===== src/rtl/assert_macros.svh =====
// ----------------------------------------------------------------------------
// Assertion macros
// Shared concurrent assertion forms, clocked on clk and disabled in reset.
// ----------------------------------------------------------------------------
`ifndef ASSERT_MACROS_SVH
`define ASSERT_MACROS_SVH

// A property that must hold at every clock edge outside reset.
`define CRT_ASSERT(lbl, prop, msg) \
    lbl: assert property (@(posedge clk) disable iff (!rst_n) (prop)) else $error(msg);

// A condition that must be followed by another one at the next edge.
`define CRT_ASSERT_NEXT(lbl, pre, post, msg) \
    lbl: assert property (@(posedge clk) disable iff (!rst_n) (pre) |=> (post)) \
        else $error(msg);

`endif


===== src/rtl/crt_pkg.sv =====
// ----------------------------------------------------------------------------
// Chunk reassembly table package
// Types, codes and fixed constants shared by the reassembly modules.
// ----------------------------------------------------------------------------
package crt_pkg;

    localparam int HDR_LEN = 17;
    localparam logic [7:0] VERSION = 8'd1;
    localparam logic [7:0] MAGIC0 = 8'h43;
    localparam logic [7:0] MAGIC1 = 8'h4B;
    localparam logic [7:0] MAGIC2 = 8'h44;
    localparam logic [7:0] MAGIC3 = 8'h43;

    localparam logic [1:0] FUNC_BYTE = 2'd0;
    localparam logic [1:0] FUNC_TICK = 2'd1;
    localparam logic [1:0] FUNC_READ = 2'd2;
    localparam logic [1:0] FUNC_NONE = 2'd3;

    localparam logic [1:0] OP_BYTE = 2'd0;
    localparam logic [1:0] OP_END  = 2'd1;
    localparam logic [1:0] OP_TICK = 2'd2;
    localparam logic [1:0] OP_READ = 2'd3;

    localparam logic [3:0] ST_STORED   = 4'd0;
    localparam logic [3:0] ST_COMPLETE = 4'd1;
    localparam logic [3:0] ST_DUP      = 4'd2;
    localparam logic [3:0] ST_SHORT    = 4'd3;
    localparam logic [3:0] ST_MAGIC    = 4'd4;
    localparam logic [3:0] ST_VERSION  = 4'd5;
    localparam logic [3:0] ST_COUNT    = 4'd6;
    localparam logic [3:0] ST_LEN_RAW  = 4'd7;
    localparam logic [3:0] ST_LEN_MAX  = 4'd8;
    localparam logic [3:0] ST_INDEX    = 4'd9;
    localparam logic [3:0] ST_MISMATCH = 4'd10;
    localparam logic [3:0] ST_BUSY     = 4'd11;
    localparam logic [3:0] ST_BYTE     = 4'd12;
    localparam logic [3:0] ST_EMPTY    = 4'd13;

    typedef struct packed {
        logic [1:0] op;
        logic [7:0] data;
    } item_t;

    typedef struct packed {
        logic [3:0]  status;
        logic [31:0] id;
        logic [12:0] len;
        logic [7:0]  data;
        logic        last;
        logic [3:0]  ev;
    } result_t;

endpackage


===== src/rtl/crt_front.sv =====
// ----------------------------------------------------------------------------
// Reassembly front end
// Accepts items, classifies them, queues them for the engine, drops FUNC_NONE.
// ----------------------------------------------------------------------------
module crt_front (
    input  logic           clk,
    input  logic           rst_n,
    input  logic           in_valid,
    output logic           in_ready,
    input  logic [1:0]     func,
    input  logic [7:0]     data_byte,
    input  logic           end_of_chunk,
    output logic           q_valid,
    input  logic           q_ready,
    output crt_pkg::item_t q_item
);

    crt_pkg::item_t entry_reg [2];
    crt_pkg::item_t entry_next [2];
    logic       wptr_reg, wptr_next;
    logic       rptr_reg, rptr_next;
    logic [1:0] count_reg, count_next;
    crt_pkg::item_t cls;
    logic       push, pop;

    always_comb
    begin
        cls.data = data_byte;
        unique case (func)
            crt_pkg::FUNC_BYTE: cls.op = end_of_chunk ? crt_pkg::OP_END : crt_pkg::OP_BYTE;
            crt_pkg::FUNC_TICK: cls.op = crt_pkg::OP_TICK;
            default:            cls.op = crt_pkg::OP_READ;
        endcase
    end

    assign in_ready = (count_reg != 2'd2);
    assign q_valid  = (count_reg != 2'd0);
    assign q_item   = entry_reg[rptr_reg];
    assign push     = in_valid && in_ready && (func != crt_pkg::FUNC_NONE);
    assign pop      = q_valid && q_ready;

    always_comb
    begin
        entry_next = entry_reg;
        wptr_next  = wptr_reg;
        rptr_next  = rptr_reg;
        count_next = count_reg;
        if (push)
        begin
            entry_next[wptr_reg] = cls;
            wptr_next = ~wptr_reg;
        end
        if (pop)
        begin
            rptr_next = ~rptr_reg;
        end
        if (push && !pop)
        begin
            count_next = count_reg + 2'd1;
        end
        else if (pop && !push)
        begin
            count_next = count_reg - 2'd1;
        end
    end

    always_ff @(posedge clk or negedge rst_n)
    begin
        if (!rst_n)
        begin
            wptr_reg  <= 1'b0;
            rptr_reg  <= 1'b0;
            count_reg <= 2'd0;
        end
        else
        begin
            wptr_reg  <= wptr_next;
            rptr_reg  <= rptr_next;
            count_reg <= count_next;
        end
    end

    always_ff @(posedge clk)
    begin
        entry_reg <= entry_next;
    end

endmodule


===== config.mk =====
export PLATFORM = sky130hd
export DESIGN_NAME = crt_front
export DESIGN_NICKNAME = d
export VERILOG_FILES = /design/src/rtl/assert_macros.svh /design/src/rtl/crt_pkg.sv /design/src/rtl/crt_front.sv
export SDC_FILE = /design/constraint.sdc
export NUM_CORES = 1
export LEC_CHECK = 0
export BUFFER_PORTS_ARGS = -buffer_cell sky130_fd_sc_hd__buf_4
export CAP_MARGIN = 20
export CORE_AREA = 2 2 60 67
export CTS_BUF_LIST = sky130_fd_sc_hd__clkbuf_16
export CTS_CLUSTER_DIAMETER = 120
export CTS_CLUSTER_SIZE = 16
export DETAILED_ROUTE_END_ITERATION = 6
export DIE_AREA = 0 0 62 69
export GPL_TIMING_DRIVEN = 0
export PLACE_DENSITY_LB_ADDON = 0.3
export SETUP_SLACK_MARGIN = 0.3
export SYNTH_ARGS = -nofsm -noshare
export SYNTH_HDL_FRONTEND = slang
export SYNTH_SLANG_ARGS = --single-unit

===== constraint.sdc =====
create_clock -name clk -period 3.7 [get_ports clk]
set_input_delay 0.37 -clock clk [delete_from_list [all_inputs] [get_ports clk]]
set_output_delay 0.37 -clock clk [all_outputs]
set_load 0.1 [all_outputs]

==> qor.yml <==
detailed_routing:
  vias_per_cell: 3.88
  remaining_drc_errors: 0
  drt-initial-drc-count: 5
  drt-wirelength-per-cell_um: 11.0
  first_pass_iters: 4
  final_antenna_net_count: 0
  postRouteWirelength_mm: 1.49
  via_count: 524
job:
  maxCapViolCount: 0
floorplanning:
  core_sq_um: 3600
  core.rowCount: 23
  ios: 27
  start_util_pct: 26.9
  die_x_um: 62
  dieArea_sq_um: 4280
  die_y_um: 69
sta:
  finalCriticalPeriod_ns: 1.76
  finalSetupTns_ns: 0
  layout_setup_ws_ns: 1.94
  rsz0062_at_grt: "no"
  finalCritPeriodShare_pct: 47.6
  finalClockSkew_ns: 0.00220
  relSlewSlack_pct: 42.1
  fmax_mhz: 567
  slew_violations: 0
  finalHoldViolCount: 0
  worstMarginPinSlew_ns: 0.865
  finalSetupViolCount: 0
critical_path:
  setup.worst_path.end_class: "primary output"
  r2r_start: "count_reg[0]"
  cp.arrival_ns: 1.39
  start_kind: "flop"
  required_ns: 3.33
  critPathLaunch: "rptr_reg"
  worstSetupPathType: "flop to primary output"
  crit_fanout: 10
  regToRegSetupSlack_ns: 1.99
  endpoint: "q_item[2]"
  regToRegEndpoint: "entry_reg[7]"
  worstRegToRegCells: 3
cts:
  cts_tree: "done"
  cts_resized: 0
  cts-root-buf: "clkbuf_16"
  max-clock-path-buffers: 2
  cts_setup_buffers: 0
  cts_hold_buf: 1
  clock-sinks: 24
  cts_max_level: 1
  clk_pin_slew_ns: 0.06
  cts_buffers: 3
  clk_latency_ns: 0.25
layout:
  area_growth_pct: 38.5
  fillerInstances: 353
  largest_reg_flops: 20
  drive_gt1_share_pct: 54.1
  antenna_cells: 0
  nets: 102
global_route:
  grt_max_degree: 15
  grt_usage_pct: 7.56
  grt_pass1_vias: 554
  antenna_found_initial: 0
  grt_pass1_wl_mm: 2.37
  grt-ovfl-total: 0
synthesis:
  synth-seq-cells: 24
  ys_seq_area_share_pct: 72.4
  postSynthAreaPerCell_sq_um: 17.9
  syn_inst: 54
  netlist_area_sq_um: 968
  yosys_warnings: 0
  ys_types: 16
  syn-num-nets: 70
placement:
  place_congestion: 0.623
  pre_cts_ws_ns: 1.88
  portBuffers: 26
  hpwl_mm: 1.08
hold_path:
  hold_class: "primary input to flop"
status:
  outcome: "completed"
-- stage by stage --
stage	cells	hold slack [ns]	area [sq um]	util, %
floorplan	54	0.0744	968	-
global placement	130	0.169	1230	34.1
detailed placement	130	0.174	1230	34.1
CTS	135	0.296	1340	37.3
global route	135	0.291	1340	37.3
finish	135	0.301	1340	37.3
-- worst max-delay path, cell delays in order (launching register included) --
cell and delay (ns):
dfrtp_1 0.34, buf_4 0.20, mux2_2 0.36, buf_4 0.23
-- worst min path at each step --
stage                  from             to  slack (ns)  depth (start not counted)
3_3_place_gp          rst_n   count_reg[1]        0.17                          1
6_report       data_byte[0]  entry_reg[10]        0.30                          1
2_1_floorplan         rst_n   count_reg[0]        0.07                          0
5_1_grt        data_byte[3]  entry_reg[13]        0.29                          1
3_5_place_dp          rst_n   count_reg[0]        0.17                          1
4_1_cts        data_byte[4]  entry_reg[14]        0.30                          1
-- routing by layer --
layer	GRT usage (%)	wire, um
met1	8.39	622
met2	12.5	733
met3	4.13	133
met4	1.42	0
met5	0	0
-- synthesized netlist by cell type, drive strengths merged --
cell / count / area, sq um
or2: 2 / 15.0
inv: 3 / 11.3
nor2: 3 / 11.3
dfrtp: 4 / 100
a21o: 1 / 7.51
edfxtp: 20 / 601
nand2: 2 / 15.0
mux2: 10 / 113
ha: 1 / 12.5
nand3: 1 / 17.5
buf: 1 / 7.51
xor2: 2 / 17.5
nand2b: 1 / 13.8
xnor2: 3 / 26.3
-- layout make-up --
cell class                      count  area [sq um]  area share, %
Sequential cell                    24           701           52.2
Multi-Input combinational cell     26           249           18.6
Timing Repair Buffer               27           205           15.3
Clock buffer                        3          75.1           5.60
Tap cell                           50          62.6           4.66
Clock inverter                      1          30.0           2.24
Inverter                            3          11.3          0.840
Buffer                              1          7.51          0.560
-- cell families after synthesis --
group	count (synthesis)	share of synthesized area [%]
AND/OR/NAND/NOR	9	7.49
flip-flops	24	72.4
adder cells (fa/ha/maj)	1	1.29
buffers and inverters	4	1.94
XOR/XNOR	5	4.52
AO/OA/AOI/OAI	1	0.775
multiplexers	10	11.6
-- cell usage in the layout, fill, tap and decap left out --
master / netlist / routed
nor2_1: 3 / 3
dlygate4sd3_1: 0 / 1
buf_4: 1 / 27
or2_4: 1 / 1
ha_1: 1 / 1
dfrtp_1: 4 / 4
nand2b_4: 1 / 1
nand2_1: 1 / 1
nand2_4: 1 / 1
clkbuf_16: 0 / 3
or2_2: 1 / 1
mux2_2: 10 / 10
xnor2_1: 3 / 3
bufinv_16: 0 / 1
xor2_1: 2 / 2
edfxtp_1: 20 / 20
a21o_1: 1 / 1
inv_1: 3 / 3
nand3_4: 1 / 1
Power is left out: the tool's default activity adds up to more than one toggle a clock period on the data nets, which glitch-free logic cannot reach.
